File: src/rtl/core/bfd_pkg.sv
// Shared types and constants for the bunch filling distance block.
`timescale 1ns / 1ps

package bfd_pkg;

    localparam int RING_DEPTH  = 4096;
    localparam int ADDR_W      = $clog2(RING_DEPTH);
    localparam int CNT_W       = ADDR_W + 1;
    localparam int DIST_W      = 14;
    localparam int SUM_W       = 14;
    localparam int MAG_W       = 13;
    localparam int STEP_W      = $clog2(MAG_W + 1);

    typedef logic [ADDR_W-1:0] t_addr;
    typedef logic [CNT_W-1:0]  t_count;
    typedef logic [1:0]        t_pair;

    // Command codes of an input beat
    localparam logic CMD_LOAD  = 1'b0;
    localparam logic CMD_QUERY = 1'b1;

    // Configuration register indexes
    localparam logic REG_BX_OFFSET    = 1'b0;
    localparam logic REG_BUCKET_COUNT = 1'b1;

    typedef enum logic [2:0] {
        ST_IDLE,
        ST_MOD,
        ST_HERE,
        ST_SCAN,
        ST_DONE
    } t_state;

    typedef struct packed {
        logic busy;
        logic done;
    } t_mod_stat;

endpackage

File: src/rtl/core/bfd_mod.sv
// Bit-serial reduction of a signed sum modulo the bucket count.
`timescale 1ns / 1ps

module bfd_mod (
    input  logic                        i_clk,
    input  logic                        i_rst_n,
    input  logic                        i_start,
    input  logic [bfd_pkg::SUM_W-1:0]   i_sum,
    input  bfd_pkg::t_count             i_n,
    output bfd_pkg::t_mod_stat          o_stat,
    output bfd_pkg::t_addr              o_here
);
    import bfd_pkg::*;

    logic              r_busy;
    logic              r_done;
    logic [STEP_W-1:0] r_cnt;
    logic              r_neg;
    logic [MAG_W-1:0]  r_mag;
    t_addr             r_rem;

    logic [SUM_W-1:0]  w_neg_sum;
    logic [MAG_W-1:0]  w_mag;
    t_count            w_trial;
    logic              w_ge;
    t_addr             w_rem;

    assign w_neg_sum = SUM_W'(~i_sum) + SUM_W'(1);
    assign w_mag     = i_sum[SUM_W-1] ? w_neg_sum[MAG_W-1:0] : i_sum[MAG_W-1:0];

    // shift in one dividend bit, subtract the divisor when it fits
    assign w_trial = {r_rem, r_mag[MAG_W-1]};
    assign w_ge    = (w_trial >= i_n);
    assign w_rem   = w_ge ? ADDR_W'(w_trial - i_n) : w_trial[ADDR_W-1:0];

    always_ff @(posedge i_clk) begin
        if (!i_rst_n) begin
            r_busy <= 1'b0;
            r_done <= 1'b0;
            r_cnt  <= '0;
        end else begin
            r_done <= 1'b0;
            if (i_start) begin
                r_busy <= 1'b1;
                r_cnt  <= STEP_W'(MAG_W);
            end else if (r_busy) begin
                r_cnt <= r_cnt - STEP_W'(1);
                if (r_cnt == STEP_W'(1)) begin
                    r_busy <= 1'b0;
                    r_done <= 1'b1;
                end
            end
        end
    end

    always_ff @(posedge i_clk) begin
        if (i_start) begin
            r_neg <= i_sum[SUM_W-1];
            r_mag <= w_mag;
            r_rem <= '0;
        end else if (r_busy) begin
            r_mag <= {r_mag[MAG_W-2:0], 1'b0};
            r_rem <= w_rem;
        end
    end

    // fold a negative remainder back into the ring
    assign o_here = (r_neg && r_rem != '0) ? ADDR_W'(i_n - {1'b0, r_rem}) : r_rem;

    assign o_stat.busy = r_busy;
    assign o_stat.done = r_done;

endmodule

File: config.mk
export PLATFORM = sky130hd
export DESIGN_NAME = bfd_mod
export DESIGN_NICKNAME = d
export VERILOG_FILES = /design/src/rtl/core/bfd_pkg.sv /design/src/rtl/core/bfd_mod.sv
export SDC_FILE = /design/constraint.sdc
export NUM_CORES = 1
export LEC_CHECK = 0
export BUFFER_PORTS_ARGS = -buffer_cell sky130_fd_sc_hd__buf_2
export CAP_MARGIN = 0
export CORE_MARGIN = 8
export CORE_UTILIZATION = 55
export CTS_CLUSTER_DIAMETER = 60
export DETAILED_ROUTE_END_ITERATION = 10
export PLACE_DENSITY = 0.77
export REMOVE_ABC_BUFFERS = 1
export SYNTH_ARGS = -nofsm -noshare
export SYNTH_HDL_FRONTEND = slang
export SYNTH_SLANG_ARGS = --single-unit
File: constraint.sdc
create_clock -name i_clk -period 3.7 [get_ports i_clk]
set_clock_uncertainty 0.05 [all_clocks]
set_input_delay 0.185 -clock i_clk [delete_from_list [all_inputs] [get_ports i_clk]]
set_output_delay 0.185 -clock i_clk [all_outputs]
set_load 0.005 [all_outputs]
==> flow_metrics.tcl, run 1 <==
set metrics [dict create \
    status "completed" \
    synth_compound_area_frac 0.229 \
    h-tree-depth 2 \
    synth_top_family_by_area "compound AO/OA/AOI/OAI gates" \
    ant_nets 0 \
    r2r-end "r_rem[2]" \
    drv_slew 0 \
    syn_area_mm2 0.00292 \
    cp.arrival_ps 2660 \
    synth_xor_area_frac 0.0931 \
    grt_pass1_vias 2574 \
    fmax_ghz 0.346 \
    cap_viol_max_count 0 \
    cp_max_fo 7 \
    setup_viol 0 \
    p_total_mw 1.05 \
    firstDrtPassIters 5 \
    die_h_um 88.8 \
    cts_setup_buffers 0 \
    max_slew_margin 0.455 \
    cp-start-kind "flop" \
    p_per_area_mw_per_mm2 324 \
    cellLeakagePower_nw 1.41 \
    hold_class "in2reg" \
    areaGrowthSynthToFinish_pct 11.2 \
    cts_buffers 5 \
    ys_types 53 \
    netlist_instances 359 \
    crit_chain "ha_1, inv_1, fa_1, a21o_1, a21oi_1, o211a_1, o21ai_0, xnor2_1, mux2i_1, buf_2" \
    initial_utilization 0.571 \
    clk_pin_slew_ps 70 \
    syn_avg_cell_area_um2 8.12 \
    min_from "i_rst_n" \
    chipWidth_um 88.8 \
    async_flop_share 0 \
    regToRegSetupSlack_ps 960 \
    synthMuxAreaShare 0.0408 \
    layout-drive-gt1-share 0.157 \
    yosysTopAreaCell "edfxtp_1" \
    finalHoldViolations 0 \
    synth-seq-area-share 0.268 \
    max_stage_delay_ps 490 \
    grt_pass1_wl_mm 11.3 \
    worstSetupEndpointType "primary output" \
    ctsLongestPathBuffers 2 \
    ctsHoldBuffers 0 \
    die_area_mm2 0.00789 \
    grt_antenna_before_repair 0 \
    place_inst 458 \
    worstReg2RegStart "r_rem[0]" \
    synth_seq_cells 32 \
    grt_usage 0.178 \
    synth-edff-count 14 \
    drt_wl_total_mm 6.90 \
    synth_adder_area_share 0.130 \
    cts-root-buf "clkbuf_8" \
    ir_drop_mv 0.235 \
    clk_latency_ps 280 \
    grt_overflow 0 \
    setup_tns_ps 0 \
    routabilityCongestion 0.949 \
    final_core_util 0.635 \
    min_path_cells 3 \
    vias_per_cell 5.77 \
    coreArea_mm2 0.00511 \
    crit_slowest_cell "dfxtp_1" \
    rows 26 \
    cts_tree "built" \
    routedWlPerCell_um 14.8 \
    critical_path_class "reg2out" \
    worstPathRequired_ps 3460 \
    reg2reg_depth 7 \
    via_count 2688 \
    ff_latch_area_um2 781 \
    multiInputGateArea_mm2 0.00192 \
    final_cells 466 \
    period_minus_slack_ps 2890 \
    io_pins 44 \
    worst_pin_slew_ps 814 \
    final_net_count 454 \
    yosys.area_share.simple 0.165 \
    synth_top_flop_cell "dfxtp_1" \
    synth.most_common_cell "inv_1" \
    synth_top_cell_area_share 0.144 \
    finalCritPeriodShare 0.781 \
    cts.sinks 32 \
    ys_top_cells_by_count "39 x inv_1, 33 x nor2_1, 27 x ha_1, 27 x nand2_1, 24 x a21oi_1" \
    ctsResizeCount 0 \
    hold_slack_ps 149 \
    synthTopCellsByArea "edfxtp_1 14%, dfxtp_1 12%, ha_1 12%" \
    synth_warnings 0 \
    n_fill_cell 461 \
    drtIter0Drc 133 \
    n_antenna_cell 0 \
    grt_start_max_net_pins 37 \
    rsz0062_at_grt "false" \
    port_buffers 43 \
    min_to "r_busy" \
    drc_errors 0 \
    place_hpwl_mm 5.30 \
]
-- routing by layer --
layer  vias to the layer above  GRT usage  routed length [um]
met3                        11     0.0334                 401
met5                         -          0                   0
met1                      1239      0.220                3140
met4                         0     0.0492                  83
met2                        82      0.303                3280
li1                       1356          -                   -
-- sequential cells by signal, summed over array words and instances, names as in the netlist --
signal  count
r_cnt       4
r_done      1
r_neg       1
r_busy      1
r_rem      12
r_mag      13
-- cell type report --
type                       instances  area share
tap                               70      0.0270
sequential                        32       0.241
inverter                          39      0.0451
multi-input combinational        272       0.591
clock buffer                       7      0.0235
clock inverter                     1     0.00154
timing repair buffer              45      0.0710
-- logic make-up after synthesis --
family | Yosys count
adder cells (fa/ha/maj) | 29
multiplexers | 11
AND/OR/NAND/NOR | 101
buffers and inverters | 55
flip-flops | 32
XOR/XNOR | 31
AO/OA/AOI/OAI | 100
-- placed cells by master (no fill, tap or decap), types with 12 or more instances in the layout --
cell and count:
buf_2 43, inv_1 39, nor2_1 33, nand2_1 27
ha_1 27, a21oi_1 24, o21ai_0 23, dfxtp_1 18
xnor2_1 17, xor2_1 14, edfxtp_1 14, o211ai_1 12
-- report_power, final --
group	internal, mW	switching [mW]
Combinational	0.162	0.200
Sequential	0.404	0.0211
Clock	0.132	0.132
-- worst max path at each step --
| stage | startpoint | end | slack (ps) | cells after the start |
|---|---|---|---|---|
| 5_1_grt | r_rem[0] | o_here[10] | 600 | 10 |
| 3_5_place_dp | r_rem[0] | r_rem[3] | 1040 | 7 |
| 6_report | r_rem[0] | o_here[8] | 810 | 10 |
| 2_1_floorplan | r_rem[0] | r_rem[3] | 1410 | 7 |
| 3_3_place_gp | r_rem[0] | r_rem[5] | 1130 | 7 |
| 4_1_cts | r_rem[0] | o_here[8] | 800 | 10 |
-- per-stage QoR --
stage / setup slack [ps] / area [um^2]
after global routing: 602 / 3240
final: 810 / 3240
after global placement: 1130 / 3160
after CTS: 805 / 3240
after floorplan: 1410 / 2840
after detailed placement: 1040 / 3160
-- worst max-delay path, delay by kind of cell, from the launching register on --
family          cells  cell delay (ps)
compound gates      4              820
xor+xnor            1              140
fa+ha+maj           2              630
buf+inv             2              170
flops               1              490
mux                 1              120
Power figures use the tool's default switching activity.
==> run 2, diff against run 1 <==
--- a/config.mk
+++ b/config.mk
@@ -8,7 +8,7 @@
 export BUFFER_PORTS_ARGS = -buffer_cell sky130_fd_sc_hd__buf_2
 export CAP_MARGIN = 0
 export CORE_MARGIN = 8
-export CORE_UTILIZATION = 55
+export CORE_UTILIZATION = 52
 export CTS_CLUSTER_DIAMETER = 60
 export DETAILED_ROUTE_END_ITERATION = 10
 export PLACE_DENSITY = 0.77
==> constraint.sdc (replaced) <==
create_clock -name i_clk -period 2.5 [get_ports i_clk]
set_clock_uncertainty 0.05 [all_clocks]
set_input_delay 0.125 -clock i_clk [delete_from_list [all_inputs] [get_ports i_clk]]
set_output_delay 0.125 -clock i_clk [all_outputs]
set_load 0.005 [all_outputs]
==> run 2 against run 1 <==
Sequential power grew 49%. Design area is 7.5% higher. Critical path depth fell by 1. Register-to-register slack lost 820 ps. Die area grew 4.7%. Total power grew 63%. Setup slack worse by 780 ps. Non-clock buffer count grew 13. Highest routed layer unchanged.
==> flow_metrics.tcl, run 2 (synthesis gave the netlist of run 1 again) <==
set metrics [dict create \
    worstSetupEndpointType "primary output" \
    max_stage_delay_ps 380 \
    areaGrowthSynthToFinish_pct 19.6 \
    grt_overflow 0 \
    max_slew_margin 0.607 \
    h-tree-depth 2 \
    cp-start-kind "flop" \
    p_per_area_mw_per_mm2 492 \
    hold_slack_ps 82.2 \
    critical_path_class "reg2out" \
    rows 27 \
    grt_pass1_vias 2697 \
    cts.sinks 32 \
    period_minus_slack_ps 2470 \
    drc_errors 0 \
    final_common_cell "buf_2" \
    cts_tree "built" \
    grt_start_max_net_pins 32 \
    status "completed" \
    port_buffers 43 \
    worst_pin_slew_ps 589 \
    setup_viol 0 \
    via_count 2767 \
    cellLeakagePower_nw 1.51 \
    final_core_util 0.637 \
    place_inst 467 \
    chipWidth_um 90.9 \
    cts-root-buf "clkbuf_8" \
    final_cells 481 \
    coreArea_mm2 0.00547 \
    clk_latency_ps 280 \
    io_pins 44 \
    grt_antenna_before_repair 0 \
    ant_nets 0 \
    reg2reg_depth 7 \
    grt_pass1_wl_mm 11.9 \
    ir_drop_mv 0.456 \
    drtIter0Drc 170 \
    ctsLongestPathBuffers 2 \
    routedWlPerCell_um 15.0 \
    largest_reg_flops 13 \
    finalCritPeriodShare 0.989 \
    firstDrtPassIters 5 \
    die_h_um 90.9 \
    cts_buffers 5 \
    vias_per_cell 5.75 \
    dpl_worst_slack_ps 50.0 \
    clk_pin_slew_ps 70 \
    routabilityCongestion 0.902 \
    regMostFlops "r_mag" \
    crit_chain "inv_1, ha_1, a21oi_2, nor3b_1, o211ai_1, a31oi_1, xor2_1, mux2i_1, buf_2" \
    worstPathRequired_ps 2330 \
    drt_wl_total_mm 7.20 \
    hold_class "in2reg" \
    final_cell_mix "43 x buf_2, 39 x inv_1, 32 x nor2_1" \
    initial_utilization 0.533 \
    grt_usage 0.168 \
    crit_slowest_cell "dfxtp_2" \
    top_regs "r_mag (13), r_rem (12), r_cnt (4)" \
    min_path_cells 3 \
    fin_ws_ps 27.6 \
    final_net_count 467 \
    cp.arrival_ps 2300 \
    n_fill_cell 489 \
    die_area_mm2 0.00826 \
    rsz0062_at_grt "true" \
    place_hpwl_mm 5.29 \
    n_antenna_cell 0 \
    drv_slew 0 \
    fmax_ghz 0.404 \
    layout-drive-gt1-share 0.244 \
    cp_max_fo 5 \
    finalHoldViolations 0 \
    cap_viol_max_count 0 \
]
[run 2: cell types whose count changed in the layout (fill, tap and decap cells not counted), sizes merged]
cell	before	now
buf	45	58
inv	39	40
bufinv	0	1
clkbuf	7	5
[run 2: per-layer routing]
metal | part of all wire | vias to the layer above | GRT usage
li1 | - | 1389 | -
met1 | 0.44 | 1265 | 0.200
met2 | 0.48 | 102 | 0.282
met3 | 0.066 | 11 | 0.0416
met4 | 0.016 | 0 | 0.0709
met5 | 0 | - | 0
[run 2: area by class of cell]
| class | instances | area (um^2) | share of cell area |
|---|---|---|---|
| clock inverter | 3 | 41.3 | 0.0118 |
| timing repair buffer | 58 | 328 | 0.0940 |
| multi-input combinational | 272 | 2020 | 0.579 |
| clock buffer | 5 | 68.8 | 0.0197 |
| tap | 72 | 90.1 | 0.0258 |
| inverter | 39 | 146 | 0.0420 |
| sequential | 32 | 795 | 0.228 |
[run 2: path summary, 6_finish.rpt]
path,endpoint,from,slack (ps)
worst min-delay path,r_cnt[2],i_rst_n,80
worst max-delay path,o_here[10],r_rem[7],30
worst max register to register,r_rem[3],r_rem[0],140
worst min register to register,r_cnt[1],r_cnt[1],460
[run 2: stage by stage]
stage	total power [mW]	TNS, ps	cell area, um^2
finish	1.71	0	3490
global route	1.82	-163	3490
CTS	1.68	0	3370
detailed placement	1.18	0	3220
global placement	1.16	0	3220
floorplan	1.00	0	2840
[run 2: power breakdown]
part,total (mW),switching (mW),internal (mW)
clock network,0.484,0.188,0.295
registers,0.634,0.0349,0.599
logic,0.597,0.320,0.277
total,1.71,0.544,1.17
[run 2: worst max-delay path, delay by kind of cell, from the launching register on]
family	cells	cell delay [ps]
multiplexers	1	90
buffers and inverters	2	210
flip-flops	1	380
adder cells (fa/ha/maj)	1	380
AND/OR/NAND/NOR	1	230
AO/OA/AOI/OAI	3	560
XOR/XNOR	1	160
[run 2: what timing repair did]
item / CTS / global route
setup endpoints to repair: 5 / 6
hold buffers: 0 / 0
pin swaps: 4 / 7
buffers inserted: 1 / 5
gates resized for setup: 12 / 16
==> run 3, diff against run 2 <==
==> constraint.sdc (replaced) <==
create_clock -name i_clk -period 2.5 [get_ports i_clk]
set_clock_uncertainty 0.05 [all_clocks]
set_input_delay 0.125 -clock i_clk [delete_from_list [all_inputs] [get_ports i_clk]]
set_output_delay 0.125 -clock i_clk [all_outputs]
set_load 0.05 [all_outputs]
==> run 3 against run 2 <==
Via count is 0.40% lower. Maximum frequency is 0.54% higher. Critical path type is now reg2reg. Clock power is 3% higher. First-iteration DRC count is 22% lower. Largest cell class unchanged. Die area stayed put. Total power is 9.6% higher. Register-to-register slack worse by 99 ps. Worst hold slack better by 8.7 ps. Setup slack better by 13 ps. Sequential power hardly changed. Combinational power is 26% higher.
==> flow_metrics.tcl, run 3 (synthesis gave the netlist of run 1 again) <==
set metrics [dict create \
    status "completed" \
    final_common_cell "buf_2" \
    drtIter0Drc 133 \
    n_fill_cell 470 \
    cap_viol_max_count 0 \
    vias_per_cell 5.72 \
    rsz0062_at_grt "true" \
    grt_antenna_before_repair 0 \
    final_net_count 468 \
    ff_latch_area_um2 793 \
    grt_start_max_net_pins 21 \
    grt_usage 0.171 \
    fmax_ghz 0.407 \
    cts-root-buf "clkbuf_8" \
    hold_class "in2reg" \
    routabilityCongestion 0.883 \
    cp.arrival_ps 2590 \
    multiInputGateArea_mm2 0.00208 \
    regMostFlops "r_mag" \
    cts_tree "built" \
    io_pins 44 \
    n_antenna_cell 0 \
    grt_pass1_vias 2663 \
    ctsLongestPathBuffers 2 \
    worst_pin_slew_ps 622 \
    period_minus_slack_ps 2460 \
    drv_slew 0 \
    die_h_um 90.9 \
    worstSetupEndpointType "flop" \
    largest_reg_flops 13 \
    max_slew_margin 0.585 \
    ctsHoldBuffers 0 \
    worstPathRequired_ps 2630 \
    rows 27 \
    top_regs "r_mag (13), r_rem (12), r_cnt (4)" \
    final_cell_mix "38 x buf_2, 34 x inv_1, 32 x nor2_1" \
    critical_path_class "reg2reg" \
    grt_pass1_wl_mm 11.9 \
    chipWidth_um 90.9 \
    cellLeakagePower_nw 1.51 \
    place_area_mm2 0.00323 \
    ir_drop_mv 0.511 \
    clk_latency_ps 290 \
    die_area_mm2 0.00826 \
    place_hpwl_mm 5.41 \
    layout-drive-gt1-share 0.283 \
    final_area_mm2 0.00357 \
    finalCritPeriodShare 0.984 \
    hold_slack_ps 90.9 \
    initial_utilization 0.533 \
    via_count 2756 \
    ant_nets 0 \
    h-tree-depth 2 \
    clk_pin_slew_ps 70 \
    drc_errors 0 \
    place_inst 469 \
    areaGrowthSynthToFinish_pct 22.4 \
    port_buffers 43 \
    cp_max_fo 6 \
    cts.sinks 32 \
    finalHoldViolations 0 \
    cp-start-kind "flop" \
    grt_overflow 0 \
    drt_wl_total_mm 7.19 \
    coreArea_mm2 0.00547 \
    firstDrtPassIters 4 \
    setup_viol 0 \
    cts_buffers 5 \
    final_cells 482 \
    routedWlPerCell_um 14.9 \
    p_per_area_mw_per_mm2 527 \
]
run 3: path summary, 6_finish.rpt:
path | from | end | depth (start not counted) | slack, ps
worst max-delay path | r_rem[0] | r_rem[7] | 8 | 40
worst min register to register | r_cnt[1] | r_cnt[1] | 2 | 450
worst min-delay path | i_rst_n | r_busy | 3 | 90
worst max register to register | r_rem[0] | r_rem[7] | 8 | 40
run 3: routing by layer:
| metal | vias up | routed length (um) | GRT usage |
|---|---|---|---|
| met1 | 1273 | 3260 | 0.198 |
| met5 | - | 0 | 0 |
| li1 | 1403 | - | - |
| met2 | 69 | 3430 | 0.293 |
| met3 | 11 | 381 | 0.0449 |
| met4 | 0 | 117 | 0.0655 |
run 3: critical path, cell delays in order (launching register included):
cell and delay [ps]:
dfxtp_2 340, buf_4 160, ha_1 290, nor2b_2 180
o2111ai_2 300, a31oi_4 150, o21a_2 250, or3_1 370
a311oi_2 270
run 3: area by class of cell:
type	count	share of cell area
well taps	72	0.0252
clock inverters	3	0.0119
repair buffers	59	0.0975
multi-input cells	272	0.583
clock buffers	5	0.0193
inverters	39	0.0410
flip-flops and latches	32	0.222
run 3: report_power, final:
group	internal [mW]	leakage [nW]	switching, mW	total (mW)
Clock	0.295	0.0541	0.202	0.497
Combinational	0.296	1.17	0.456	0.751
Sequential	0.599	0.290	0.0327	0.631
run 3: timing repair:
| action | 4_1_cts | 5_1_grt |
|---|---|---|
| setup buffers | 1 | 4 |
| resized for setup | 17 | 34 |
| setup endpoints to repair | 5 | 18 |
| pin swaps | 5 | 10 |
run 3: metrics by stage:
step                      power [mW]  TNS (ps)  setup slack [ps]  utilization
final                           1.88         0              40.9        0.652
after global routing            1.99      -282              -123        0.652
after CTS                       1.84         0              2.40        0.624
after detailed placement        1.31     -19.9             -19.9        0.591
after global placement          1.30         0              23.0        0.591
after floorplan                 1.13     -1210              -365            -
